===== src/rtl/adt_pkg.sv =====
// Shared types, register indexes and reset values for the double-tap detector.
package adt_pkg;

   localparam int SensorWidth = 32;
   localparam int AccelWidth  = 16;
   localparam int LevelWidth  = 15;
   localparam int TimerWidth  = 20;
   localparam int TallyWidth  = 3;
   localparam int CsrIdxWidth = 3;
   localparam int CsrDataWidth = 32;

   // item kinds
   localparam logic OP_SAMPLE = 1'b0;
   localparam logic OP_TICK   = 1'b1;

   // register indexes
   localparam logic [CsrIdxWidth-1:0] CSR_ACCEPTED_SENSOR    = 3'd0;
   localparam logic [CsrIdxWidth-1:0] CSR_PEAK_THRESHOLD     = 3'd1;
   localparam logic [CsrIdxWidth-1:0] CSR_REFLECTION_MINIMUM = 3'd2;
   localparam logic [CsrIdxWidth-1:0] CSR_REFLECTION_TIMEOUT = 3'd3;
   localparam logic [CsrIdxWidth-1:0] CSR_SECOND_TAP_TIMEOUT = 3'd4;
   localparam logic [CsrIdxWidth-1:0] CSR_TAPS_NEEDED        = 3'd5;

   // register reset values
   localparam logic [SensorWidth-1:0] RST_ACCEPTED_SENSOR    = 32'h1027_3024;
   localparam logic [LevelWidth-1:0]  RST_PEAK_THRESHOLD     = 15'd500;
   localparam logic [LevelWidth-1:0]  RST_REFLECTION_MINIMUM = 15'd20;
   localparam logic [TimerWidth-1:0]  RST_REFLECTION_TIMEOUT = 20'd50000;
   localparam logic [TimerWidth-1:0]  RST_SECOND_TAP_TIMEOUT = 20'd400000;
   localparam logic [TallyWidth-1:0]  RST_TAPS_NEEDED        = 3'd2;

   typedef struct packed {
      logic                          operation;
      logic [SensorWidth-1:0]        sensor_id;
      logic signed [AccelWidth-1:0]  accel_value;
   } req_type;

   typedef struct packed {
      logic skip;
      logic tap_seen;
   } rsp_type;

   typedef struct packed {
      logic [SensorWidth-1:0] accepted_sensor;
      logic [LevelWidth-1:0]  peak_threshold;
      logic [LevelWidth-1:0]  reflection_minimum;
      logic [TimerWidth-1:0]  reflection_timeout;
      logic [TimerWidth-1:0]  second_tap_timeout;
      logic [TallyWidth-1:0]  taps_needed;
   } cfg_type;

endpackage


===== src/rtl/accel_double_tap_detector.sv =====
// Top level of the accelerometer double-tap detector: input and result registers.
//
//  port group  direction  flow control     word
//  req_        in         valid / stall    adt_pkg::req_type (operation, sensor_id, accel_value)
//  rsp_        out        valid / stall    adt_pkg::rsp_type (skip, tap_seen)
//  csr_        in         valid / ready    index 0..5, 32-bit write data
//
// One word per cycle while rsp_stall is low; words pass the input, then the result register.
// Each word is processed in the cycle it leaves the input register, one compare-and-count
// pass against the tap state, and lands in the result register.
// Synchronous reset clears the tap state, both valid flags and the registers to defaults.
// rsp_stall holds the result register; a new word still enters while the input register
// is empty or draining, and req_stall rises only when both registers hold words.
// csr_ready is always high.
module accel_double_tap_detector (
   input  logic                               clock,
   input  logic                               reset,
   input  logic                               req_valid,
   output logic                               req_stall,
   input  adt_pkg::req_type                   req_data,
   output logic                               rsp_valid,
   input  logic                               rsp_stall,
   output adt_pkg::rsp_type                   rsp_data,
   input  logic                               csr_valid,
   output logic                               csr_ready,
   input  logic [adt_pkg::CsrIdxWidth-1:0]    csr_index,
   input  logic [adt_pkg::CsrDataWidth-1:0]   csr_wdata
);
   import adt_pkg::*;

   cfg_type cfg;
   req_type in_data_ff;
   logic    in_valid_ff, in_valid_in;
   rsp_type out_data_ff;
   logic    out_valid_ff, out_valid_in;
   rsp_type result;
   logic    out_free;
   logic    advance;
   logic    take;

   assign out_free  = !out_valid_ff || !rsp_stall;
   assign advance   = in_valid_ff && out_free;
   assign req_stall = in_valid_ff && !out_free;
   assign take      = req_valid && !req_stall;

   assign in_valid_in  = take || (in_valid_ff && !advance);
   assign out_valid_in = advance || (out_valid_ff && rsp_stall);

   adt_csr u_csr (
      .clock     (clock),
      .reset     (reset),
      .csr_valid (csr_valid),
      .csr_ready (csr_ready),
      .csr_index (csr_index),
      .csr_wdata (csr_wdata),
      .cfg       (cfg)
   );

   adt_core u_core (
      .clock  (clock),
      .reset  (reset),
      .step   (advance),
      .item   (in_data_ff),
      .cfg    (cfg),
      .result (result)
   );

   always_ff @(posedge clock) begin
      if (reset) begin
         in_valid_ff  <= 1'b0;
         out_valid_ff <= 1'b0;
      end else begin
         in_valid_ff  <= in_valid_in;
         out_valid_ff <= out_valid_in;
      end
   end

   always_ff @(posedge clock) begin
      if (take) begin
         in_data_ff <= req_data;
      end
      if (advance) begin
         out_data_ff <= result;
      end
   end

   assign rsp_valid = out_valid_ff;
   assign rsp_data  = out_data_ff;

endmodule


===== src/rtl/adt_csr.sv =====
// Configuration register file for the double-tap detector.
module adt_csr (
   input  logic                                   clock,
   input  logic                                   reset,
   input  logic                                   csr_valid,
   output logic                                   csr_ready,
   input  logic [adt_pkg::CsrIdxWidth-1:0]        csr_index,
   input  logic [adt_pkg::CsrDataWidth-1:0]       csr_wdata,
   output adt_pkg::cfg_type                       cfg
);
   import adt_pkg::*;

   cfg_type cfg_ff;
   cfg_type cfg_in;

   assign csr_ready = 1'b1;
   assign cfg = cfg_ff;

   always_comb begin
      cfg_in = cfg_ff;
      if (csr_valid) begin
         case (csr_index)
            CSR_ACCEPTED_SENSOR:    cfg_in.accepted_sensor    = csr_wdata;
            CSR_PEAK_THRESHOLD:     cfg_in.peak_threshold     = csr_wdata[LevelWidth-1:0];
            CSR_REFLECTION_MINIMUM: cfg_in.reflection_minimum = csr_wdata[LevelWidth-1:0];
            CSR_REFLECTION_TIMEOUT: cfg_in.reflection_timeout = csr_wdata[TimerWidth-1:0];
            CSR_SECOND_TAP_TIMEOUT: cfg_in.second_tap_timeout = csr_wdata[TimerWidth-1:0];
            CSR_TAPS_NEEDED:        cfg_in.taps_needed        = csr_wdata[TallyWidth-1:0];
            default:                cfg_in = cfg_ff;
         endcase
      end
   end

   always_ff @(posedge clock) begin
      if (reset) begin
         cfg_ff.accepted_sensor    <= RST_ACCEPTED_SENSOR;
         cfg_ff.peak_threshold     <= RST_PEAK_THRESHOLD;
         cfg_ff.reflection_minimum <= RST_REFLECTION_MINIMUM;
         cfg_ff.reflection_timeout <= RST_REFLECTION_TIMEOUT;
         cfg_ff.second_tap_timeout <= RST_SECOND_TAP_TIMEOUT;
         cfg_ff.taps_needed        <= RST_TAPS_NEEDED;
      end else begin
         cfg_ff <= cfg_in;
      end
   end

endmodule


===== src/rtl/adt_core.sv =====
// Tap state (peak, tally, timer) and the per-word update logic.
module adt_core (
   input  logic                clock,
   input  logic                reset,
   input  logic                step,
   input  adt_pkg::req_type    item,
   input  adt_pkg::cfg_type    cfg,
   output adt_pkg::rsp_type    result
);
   import adt_pkg::*;

   logic signed [AccelWidth-1:0] peak_ff, peak_in;
   logic [TallyWidth-1:0]        tally_ff, tally_in;
   logic [TimerWidth-1:0]        left_ff, left_in;
   logic                         armed_ff, armed_in;

   logic [AccelWidth-1:0] mag;
   logic                  is_peak;
   logic                  is_refl;
   logic                  mine;
   logic [TallyWidth-1:0] tally_inc;

   // magnitude of the most negative value is 32768, still fits 16 bits unsigned
   assign mag = item.accel_value[AccelWidth-1] ? AccelWidth'(-item.accel_value)
                                               : item.accel_value;
   assign mine    = (item.operation == OP_SAMPLE) && (item.sensor_id == cfg.accepted_sensor);
   assign is_peak = mag >= {1'b0, cfg.peak_threshold};
   assign is_refl = !is_peak && (peak_ff != '0) && (item.accel_value != '0)
                    && (peak_ff[AccelWidth-1] != item.accel_value[AccelWidth-1])
                    && (mag >= {1'b0, cfg.reflection_minimum});
   assign tally_inc = tally_ff + TallyWidth'(1);

   always_comb begin
      peak_in         = peak_ff;
      tally_in        = tally_ff;
      left_in         = left_ff;
      armed_in        = armed_ff;
      result.skip     = 1'b0;
      result.tap_seen = 1'b0;
      if (item.operation == OP_TICK) begin
         if (armed_ff) begin
            if (left_ff <= TimerWidth'(1)) begin
               left_in  = '0;
               armed_in = 1'b0;
               peak_in  = '0;
               tally_in = '0;
            end else begin
               left_in = left_ff - TimerWidth'(1);
            end
         end
      end else if (mine) begin
         if (is_peak) begin
            peak_in  = item.accel_value;
            left_in  = cfg.reflection_timeout;
            armed_in = 1'b1;
         end else if (is_refl) begin
            result.tap_seen = 1'b1;
            peak_in = '0;
            if (tally_inc == cfg.taps_needed) begin
               result.skip = 1'b1;
               tally_in    = '0;
               left_in     = '0;
               armed_in    = 1'b0;
            end else begin
               tally_in = tally_inc;
               left_in  = cfg.second_tap_timeout;
               armed_in = 1'b1;
            end
         end
      end
   end

   always_ff @(posedge clock) begin
      if (reset) begin
         peak_ff  <= '0;
         tally_ff <= '0;
         left_ff  <= '0;
         armed_ff <= 1'b0;
      end else if (step) begin
         peak_ff  <= peak_in;
         tally_ff <= tally_in;
         left_ff  <= left_in;
         armed_ff <= armed_in;
      end
   end

   a_skip_is_tap: assert property (@(posedge clock) disable iff (reset)
      result.skip |-> result.tap_seen)
      else $error("skip without tap");

   a_stopped_timer_empty: assert property (@(posedge clock) disable iff (reset)
      !armed_ff |-> (left_ff == '0))
      else $error("stopped timer holds ticks");

   a_expiry_clears: assert property (@(posedge clock) disable iff (reset)
      (step && item.operation == OP_TICK && armed_ff && left_ff <= TimerWidth'(1))
      |=> (peak_ff == '0 && tally_ff == '0 && !armed_ff))
      else $error("timeout did not clear state");

   a_tap_clears_peak: assert property (@(posedge clock) disable iff (reset)
      (step && result.tap_seen) |=> (peak_ff == '0))
      else $error("tap left a stored peak");

endmodule

===== config.mk =====
export PLATFORM = sky130hd
export DESIGN_NAME = accel_double_tap_detector
export DESIGN_NICKNAME = d
export VERILOG_FILES = /design/src/rtl/adt_pkg.sv /design/src/rtl/accel_double_tap_detector.sv /design/src/rtl/adt_csr.sv /design/src/rtl/adt_core.sv
export SDC_FILE = /design/constraint.sdc
export NUM_CORES = 1
export LEC_CHECK = 0
export BUFFER_PORTS_ARGS = -buffer_cell sky130_fd_sc_hd__clkbuf_2
export CORE_UTILIZATION = 25
export CTS_CLUSTER_DIAMETER = 50
export DETAILED_ROUTE_END_ITERATION = 12
export GPL_TIMING_DRIVEN = 1
export PLACE_DENSITY_LB_ADDON = 0.1
export SKIP_CTS_REPAIR_TIMING = 1
export SKIP_LAST_GASP = 1
export SYNTH_ARGS = -nofsm -noshare
export SYNTH_HDL_FRONTEND = slang
export SYNTH_HIERARCHICAL = 1
export SYNTH_SLANG_ARGS = --single-unit

===== constraint.sdc =====
create_clock -name clock -period 6.3 [get_ports clock]
set_clock_uncertainty 0.05 [all_clocks]
set_input_delay 1.26 -clock clock [delete_from_list [all_inputs] [get_ports clock]]
set_output_delay 1.26 -clock clock [all_outputs]
set_load 0.005 [all_outputs]

==> out/metrics.cfg, run 1 <==
[yosys]
synth_top_area_share_pct = 29.0
syn-cell-area_um2 = 10200
ys_seq_area_share_pct = 44.1
syn_inst = 1027
yosysTopAreaCell = dfxtp_1
async_flop_share_pct = 0
synth_seq_cells = 198
yosysWarnings = 6
avgSynthCellArea_um2 = 9.88
synth_edf_count = 51
syn_nets = 1150
yosys-top-cells-area = dfxtp_1 29%, edfxtp_1 15%, mux2i_1 14%, nand2b_1 7.6%, ha_1 4.2%
synth_ff_type = dfxtp_1
synth.distinct_cells = 73

[setup_path]
worstSetupPathType = flop to flop
crit_chain = or4_4 -> or3_1 -> o31ai_1 -> xnor2_1 -> ha_1 -> nand4_1 -> or4_1 -> o21a_1 -> a211oi_2 -> nand2_1 -> mux2i_1
r2r_start = in_data_ff[2]
startpoint_type = flop
critPathSlowestCell = a211oi_2
worstPathArrival_ns = 5.01
crit_family = simple AND/OR/NAND/NOR gates
r2r_setup_slack_ns = 1.63
cp.required_ns = 6.64
crit_fanout = 16
r2r_cells = 11
r2r_end = u_core/peak_ff[0]
crit_buf_inv = 0
cp-end-kind = flop
slowest_delay_ns = 1.01

[cells_and_area]
multi_input_comb_area_um2 = 5180
fillers = 4194
regArea_um2 = 4470
layout_common_cells = 147 x dfxtp_1, 142 x mux2i_1, 123 x nand2b_1
fin_area_um2 = 11700
fin_util_pct = 29.3
nets = 1219
mostFrequentLayoutCell = dfxtp_1
drive_gt1_share_pct = 14.6
area_growth_pct = 15.3
final_cells = 1634
num_antenna_cells = 0

[pwr]
power_density_nw_per_um2 = 237
p_leak_nw = 5.00
vdd_drop_max_mv = 0.179

[sta]
slew_headroom_pct = 23.9
setup_ws_ns = 1.63
worstMarginPinSlew_ns = 1.14
rsz0062_at_grt = false
drv_slew = 0
period_needed_ns = 4.67
setup_viol = 0
max_freq_mhz = 214
hold_violations = 0
finalSetupTns_ns = 0
period_share_pct = 74.2

[clocking]
htreeDepth = 4
numCtsBuffers = 17
clk_pin_slew_worst_paths_ns = 0.07
cts.sinks = 198
cts_tree = yes
clk_path_buf_depth = 2
root_buffer = clkbuf_16
clock_latency_ns = 0.46

[grt]
grt_pass1_wl_mm = 44.1
antenna_found_initial = 0
grt_max_degree = 67
grt_usage_pct = 14.2
first_global_vias = 7483
grt-ovfl-total = 0

[placed_design]
pre_cts_ws_ns = 1.62
dp_hpwl_mm = 20.0
placed_area_um2 = 11100
gp_congestion = 0.775
dp_cells = 1602
portBuffers = 92

[route]
dr.first_iter.drc_count = 287
wire_per_inst_um = 17.3
drcViolationCount = 0
drt_first_pass_iters = 5
vias_per_cell = 4.43
drt-total-wl_mm = 28.2
vias = 7236
ant_nets = 0

[hold_path]
worstHoldPathType = flop to flop
whs_endpoint = u_core/peak_ff[8]
min_path_cells = 2
worstHoldStart = u_core/peak_ff[8]

[die]
die_height_um = 204
die_width_um = 204
dieArea_um2 = 41400
std_cell_rows = 73
io_pins = 94
core_area_um2 = 39900
start_util_pct = 25.4

[outcome]
status = finished, final reports clean

[flow_run]
drv_cap = 0

through the flow:
stage | hold WS [ns] | power, mW
4_1_cts | 0.417 | 2.83
5_1_grt | 0.433 | 2.91
3_3_place_gp | 0.394 | 1.68
3_5_place_dp | 0.406 | 1.68
6_report | 0.419 | 2.78
2_1_floorplan | 0.386 | 1.57
cell families (layout without fill, tap and decap cells):
family                   count (synthesis)  count (layout)  share of synthesized area, %
multiplexers                           142             142                          14.0
adder cells (fa/ha/maj)                 34              34                          4.19
other                                    1               1                        0.0369
AND/OR/NAND/NOR                        358             358                          19.1
XOR/XNOR                                65              65                          5.61
flip-flops                             198             198                          44.1
AO/OA/AOI/OAI                          111             111                          7.88
buffers and inverters                  118             200                          5.13
tightest hold or removal path, stage by stage (launching register included):
cell	delay (ns)
dfxtp_1	0.31
nand2_1	0.05
mux2i_1	0.06
cell usage after synthesis, drive strengths merged (2+ instances only):
cell type / n
o21ai: 19
o21a: 4
a2111oi: 2
mux2i: 142
clkbuf: 29
o31ai: 21
nand3: 13
inv: 63
dfxtp: 147
o2111ai: 2
nor3: 23
nor4: 16
buf: 26
o41ai: 3
nand4bb: 3
nand2: 80
nand2b: 123
a211oi: 9
nand4b: 3
o32ai: 3
or3b: 2
ha: 34
xnor2: 26
nor4b: 2
nand4: 4
nor2: 69
a21oi: 25
or3: 4
o211ai: 4
o31a: 2
xor2: 39
or2: 2
edfxtp: 51
o22ai: 5
or4: 7
routing by layer:
layer | global-route usage (%) | vias up | wire length, µm
met4 | 4.91 | 0 | 415
met5 | 0 | - | 0
met2 | 23.7 | 78 | 13500
met3 | 2.14 | 25 | 488
met1 | 18.4 | 3453 | 13900
li1 | - | 3680 | -
sequential cells by signal (all words and copies together) (netlist names):
register	flops
u_core/armed_ff	1
in_data_ff	49
rsp_data	2
rsp_valid	1
u_core/tally_ff	3
u_core/left_ff	20
u_csr/cfg	105
u_core/peak_ff	16
in_valid_ff	1
where the power goes:
| group | total, mW | leakage, nW | switching, mW | internal, mW |
|---|---|---|---|---|
| Clock | 1.13 | 0.290 | 0.531 | 0.600 |
| Combinational | 0.282 | 3.02 | 0.170 | 0.112 |
| Sequential | 1.37 | 1.69 | 0.0250 | 1.34 |
worst max path at each step:
stage,from,endpoint,slack (ns),cells past startpoint
finish,in_data_ff[2],u_core/peak_ff[0],1.63,11
detailed placement,in_data_ff[2],u_core/peak_ff[0],1.62,11
global placement,in_data_ff[2],u_core/peak_ff[1],1.70,11
global route,in_data_ff[2],u_core/peak_ff[15],1.25,11
CTS,in_data_ff[2],u_core/peak_ff[0],1.60,11
floorplan,rsp_stall,in_data_ff[0],2.35,3
final cells by class:
class,count,area share (%)
clock buffer,21,4.13
clock inverter,11,0.951
inverter,63,2.02
multi-input combinational,711,44.3
sequential,198,38.2
tap,525,5.61
timing repair buffer,105,4.79
Power figures use the tool's default switching activity.
==> run 2: changes to the inputs <==
ABC_AREA = 1   (was default)
clock period = 4.2 ns   (was 6.3 ns; I/O delays follow)
==> run 2 against run 1 <==
Against the previous run:
- sequential share of layout area increased by 0.25 points
- register-to-register slack got worse by 1.2 ns
- routed wire length increased by 3.3%
- worst setup slack got worse by 1.2 ns
- clock-buffer cell count decreased by 2
- critical path type unchanged
- largest cell class unchanged
==> out/metrics.cfg, run 2 <==
[outcome]
status = finished, final reports clean

[die]
die_height_um = 203
std_cell_rows = 73
io_pins = 94
dieArea_um2 = 41100
core_area_um2 = 39700
die_width_um = 203
start_util_pct = 25.4

[grt]
antenna_found_initial = 0
grt_max_degree = 50
grt_pass1_wl_mm = 46.4
first_global_vias = 8181
grt-ovfl-total = 0
grt_usage_pct = 14.6

[yosys]
async_flop_share_pct = 0
yosysTopAreaCell = dfxtp_1
synth.distinct_cells = 37
synth_top_area_share_pct = 29.2
syn_inst = 1409
synth_edf_count = 51
yosys-top-cells-area = dfxtp_1 29%, edfxtp_1 15%, nand2_1 13%, nor2_1 10%, nand3_1 9.3%
synth_ff_type = dfxtp_1
syn-cell-area_um2 = 10100
syn_nets = 1532
ys_seq_area_share_pct = 44.4
avgSynthCellArea_um2 = 7.16
yosysWarnings = 6
synth_common_cells = 360 x nand2_1, 273 x nor2_1, 188 x nand3_1
yosysMostFrequentCell = nand2_1
synth_seq_cells = 198

[route]
vias = 8485
dr.first_iter.drc_count = 531
drcViolationCount = 0
drt-total-wl_mm = 29.2
ant_nets = 0
drt_first_pass_iters = 5
vias_per_cell = 4.21
wire_per_inst_um = 14.5

[placed_design]
placed_area_um2 = 11000
dp_hpwl_mm = 21.3
gp_congestion = 0.782
portBuffers = 92

[setup_path]
worstSetupStartpoint = in_data_ff[0]
cp.required_ns = 4.53
crit_fanout = 17
r2r_start = in_data_ff[0]
r2r_end = u_core/peak_ff[3]
startpoint_type = flop
r2r_cells = 20
worstSetupPathType = flop to flop
cp-end-kind = flop
r2r_setup_slack_ns = 0.40
worstPathArrival_ns = 4.13

[cells_and_area]
mostFrequentLayoutCell = nand2_1
regArea_um2 = 4470
drive_gt1_share_pct = 11.3
fillers = 4477
fin_area_um2 = 11600
area_growth_pct = 15.3
num_antenna_cells = 0
nets = 1602
layout_common_cells = 360 x nand2_1, 270 x nor2_1, 188 x nand3_1
multi_input_comb_area_um2 = 4760
largest_reg_flops = 105

[clocking]
numCtsBuffers = 17
clock_latency_ns = 0.46
cts.sinks = 198
root_buffer = clkbuf_16
htreeDepth = 4
clk_path_buf_depth = 2
clk_pin_slew_worst_paths_ns = 0.07
cts_tree = yes

[sta]
rsz0062_at_grt = false
drv_slew = 0
period_needed_ns = 3.80
hold_violations = 0
finalSetupTns_ns = 0
period_share_pct = 90.4
slew_headroom_pct = 34.3
worstMarginPinSlew_ns = 0.984
max_freq_mhz = 263
setup_viol = 0

[pwr]
p_leak_nw = 5.35
vdd_drop_max_mv = 0.286
power_density_nw_per_um2 = 386

[hold_path]
min_path_cells = 2
worstHoldStart = u_csr/cfg[45]
whs_endpoint = u_csr/cfg[45]
worstHoldPathType = flop to flop

[flow_run]
drv_cap = 0

==> run 2: cell count changes after synthesis, moves of 16 or more <==
cell / before / now
mux2i_1: 142 / 0
nand2b_1: 123 / 0
inv_1: 62 / 143
nor2_1: 69 / 273
nand3_1: 12 / 188
nand2_1: 80 / 360
xor2_1: 39 / 17
buf_2: 14 / 30
o31ai_1: 21 / 2
==> run 2: stage by stage <==
step	std cells	total power, mW	utilization [%]	setup slack (ns)	hold slack [ns]
after detailed placement	1985	2.85	27.8	0.443	0.408
after global placement	1985	2.85	27.8	0.576	0.404
final	2017	4.48	29.3	0.402	0.424
after CTS	2017	4.57	29.3	0.410	0.421
after floorplan	1409	2.62	-	1.09	0.379
after global routing	2017	4.74	29.3	0.0146	0.447
==> run 2: per-layer routing <==
metal / track usage (%) / vias to the layer above / part of all wire (%) / wire (µm)
li1: - / 4565 / - / -
met1: 21.1 / 3784 / 52 / 15300
met2: 22.4 / 122 / 44 / 12800
met3: 2.74 / 14 / 2.9 / 848
met4: 3.22 / 0 / 0.72 / 210
met5: 0 / - / 0 / 0
==> run 2: final cells by class <==
cell class                      instances  area share [%]
Sequential cell                       198            38.5
Clock inverter                         13            1.12
Tap cell                              525            5.65
Inverter                              150            4.85
Clock buffer                           19            3.89
Multi-Input combinational cell       1003            41.0
Timing Repair Buffer                  109            5.06
==> run 2: critical path, cell delays in order (launching register included) <==
cell	delay, ns
edfxtp_1	0.43
inv_1	0.16
ha_1	0.20
nand3_1	0.11
nor3_1	0.20
nand3_1	0.13
nor2_1	0.20
a21oi_1	0.11
xor2_1	0.18
ha_1	0.32
nand2_1	0.08
nor4_1	0.38
nand3b_1	0.12
nand3_1	0.12
nand3_2	0.12
nand2_2	0.13
buf_4	0.22
nand2_2	0.22
nand2_1	0.12
nand2_1	0.05
nor2_1	0.08
==> run 2: where the power goes <==
group | switching, mW | internal [mW]
Clock | 0.818 | 0.869
Sequential | 0.0547 | 2.04
Combinational | 0.453 | 0.251
Total | 1.32 | 3.16
==> run 2: cells by family (layout without fill, tap and decap cells) <==
| kind of cell | Yosys count | in the layout | share of synthesized area [%] |
|---|---|---|---|
| adders and majority gates | 34 | 34 | 4.22 |
| xor gates and xnor gates | 48 | 48 | 4.17 |
| and+or+nand+nor | 864 | 864 | 35.7 |
| buffers and inverters | 208 | 291 | 8.52 |
| DFF | 198 | 198 | 44.4 |
| AOI/OAI and AO/OA | 56 | 56 | 2.97 |
| other | 1 | 1 | 0.0372 |
==> run 2: worst max path at each step <==
stage,to,slack (ns),depth (start not counted)
global placement,u_core/peak_ff[8],0.58,20
CTS,u_core/peak_ff[3],0.41,20
floorplan,u_core/left_ff[0],1.09,20
detailed placement,u_core/peak_ff[3],0.44,20
global route,u_core/peak_ff[3],0.01,20
finish,u_core/peak_ff[3],0.40,20
==> run 3: changes to the inputs <==
BUFFER_PORTS_ARGS = -buffer_cell sky130_fd_sc_hd__buf_2   (was -buffer_cell sky130_fd_sc_hd__clkbuf_2)
==> run 3 against run 2 <==
Against the previous run:
- register-to-register slack improved by 0.19 ns
- sequential cell count did not move
- critical path type unchanged
- final cell count barely moved
==> out/metrics.cfg, run 3 (synthesis results as in run 2) <==
[outcome]
status = finished, final reports clean

[setup_path]
crit_buf_inv = 3
r2r_end = u_core/peak_ff[9]
crit_chain = inv_1 -> ha_1 -> nand3_1 -> nor3_1 -> nand3_1 -> nor2_1 -> a21oi_1 -> xor2_1 -> ha_1 -> inv_1 -> nor2_1 -> nor2_1 -> nand2_1 -> inv_1 -> nand2_1 -> nor3_1 -> nand2_4 -> nand2_2 -> nand2_1 -> nand2_1 -> nor2_1
r2r_setup_slack_ns = 0.60
worstPathArrival_ns = 3.88
r2r_start = in_data_ff[0]
startpoint_type = flop
slowest_delay_ns = 0.40
r2r_cells = 21
cp.required_ns = 4.47
crit_family = simple AND/OR/NAND/NOR gates
cp-end-kind = flop
worstSetupPathType = flop to flop
crit_fanout = 20
critPathSlowestCell = edfxtp_1

[cells_and_area]
layout_common_cells = 360 x nand2_1, 270 x nor2_1, 188 x nand3_1
largest_reg_flops = 105
nets = 1600
mostFrequentLayoutCell = nand2_1
num_antenna_cells = 0
drive_gt1_share_pct = 11.2
fin_util_pct = 29.3
area_growth_pct = 15.4

[die]
start_util_pct = 25.4
die_width_um = 203
std_cell_rows = 73
core_area_um2 = 39700
die_height_um = 203
io_pins = 94
dieArea_um2 = 41100

[route]
wire_per_inst_um = 14.3
vias = 8450
drcViolationCount = 0
drt_first_pass_iters = 5
ant_nets = 0
vias_per_cell = 4.19
drt-total-wl_mm = 28.9
dr.first_iter.drc_count = 382

[pwr]
vdd_drop_max_mv = 0.286
total_power_mw = 4.45
power_density_nw_per_um2 = 382
p_leak_nw = 5.32

[sta]
finalSetupTns_ns = 0
period_needed_ns = 3.60
setup_ws_ns = 0.596
drv_slew = 0
setup_viol = 0
slew_headroom_pct = 35.8
max_freq_mhz = 277
period_share_pct = 85.8
hold_violations = 0
rsz0062_at_grt = false
worstMarginPinSlew_ns = 0.962

[grt]
grt_pass1_wl_mm = 46.8
grt_max_degree = 50
grt_usage_pct = 14.7
first_global_vias = 8308
grt-ovfl-total = 0
antenna_found_initial = 2

[clocking]
clk_path_buf_depth = 2
root_buffer = clkbuf_16
htreeDepth = 4
cts.sinks = 198
clk_pin_slew_worst_paths_ns = 0.07
numCtsBuffers = 17
clock_latency_ns = 0.46
cts_tree = yes

[placed_design]
portBuffers = 92
pre_cts_ws_ns = 0.320
dp_hpwl_mm = 21.2
gp_congestion = 0.783

[hold_path]
worstHoldStart = u_csr/cfg[47]
whs_endpoint = u_csr/cfg[47]
worstHoldPathType = flop to flop
min_path_cells = 2

[flow_run]
drv_cap = 0

## run 3: layout make-up
class	instances	area, µm²
inverter	150	564
fill	4449	28100
clock inverter	13	109
tap	525	657
clock buffer	19	464
sequential	198	4470
multi-input combinational	1003	4780
timing repair buffer	107	586
## run 3: worst reg2reg max path: stages (launching register included)
cell	delay, ns
edfxtp_1	0.40
inv_1	0.14
ha_1	0.19
nand3_1	0.10
nor3_1	0.20
nand3_1	0.13
nor2_1	0.20
a21oi_1	0.11
xor2_1	0.17
ha_1	0.34
inv_1	0.07
nor2_1	0.04
nor2_1	0.08
nand2_1	0.05
inv_1	0.07
nand2_1	0.09
nor3_1	0.32
nand2_4	0.22
nand2_2	0.30
nand2_1	0.09
nand2_1	0.07
nor2_1	0.04
## run 3: how the worst max path moves through the flow
| stage | cells past startpoint | slack, ns | endpoint | from |
|---|---|---|---|---|
| floorplan | 20 | 1.09 | u_core/left_ff[0] | in_data_ff[0] |
| global placement | 19 | 0.51 | u_core/left_ff[13] | in_data_ff[0] |
| detailed placement | 18 | 0.32 | u_core/left_ff[0] | in_data_ff[0] |
| CTS | 18 | 0.30 | u_core/left_ff[0] | in_data_ff[0] |
| global route | 21 | 0.1 | u_core/peak_ff[12] | in_data_ff[0] |
| finish | 21 | 0.60 | u_core/peak_ff[9] | in_data_ff[0] |
## run 3: per-stage QoR
step,area [µm²],std cells,hold slack [ns]
2_1_floorplan,10100,1409,0.379
3_3_place_gp,11000,1983,0.405
3_5_place_dp,11000,1983,0.409
4_1_cts,11600,2015,0.429
5_1_grt,11600,2015,0.452
6_report,11600,2015,0.422
## run 3: routing by layer
metal,GRT usage (%),wire [µm]
met1,21.1,15300
met3,2.86,994
met5,0,10
met2,22.5,12300
met4,3.63,234
## run 3: power breakdown
part	total [mW]	internal, mW	switching, mW
registers	2.09	2.04	0.0525
logic	0.711	0.252	0.459
clock network	1.65	0.827	0.819
total	4.45	3.12	1.33
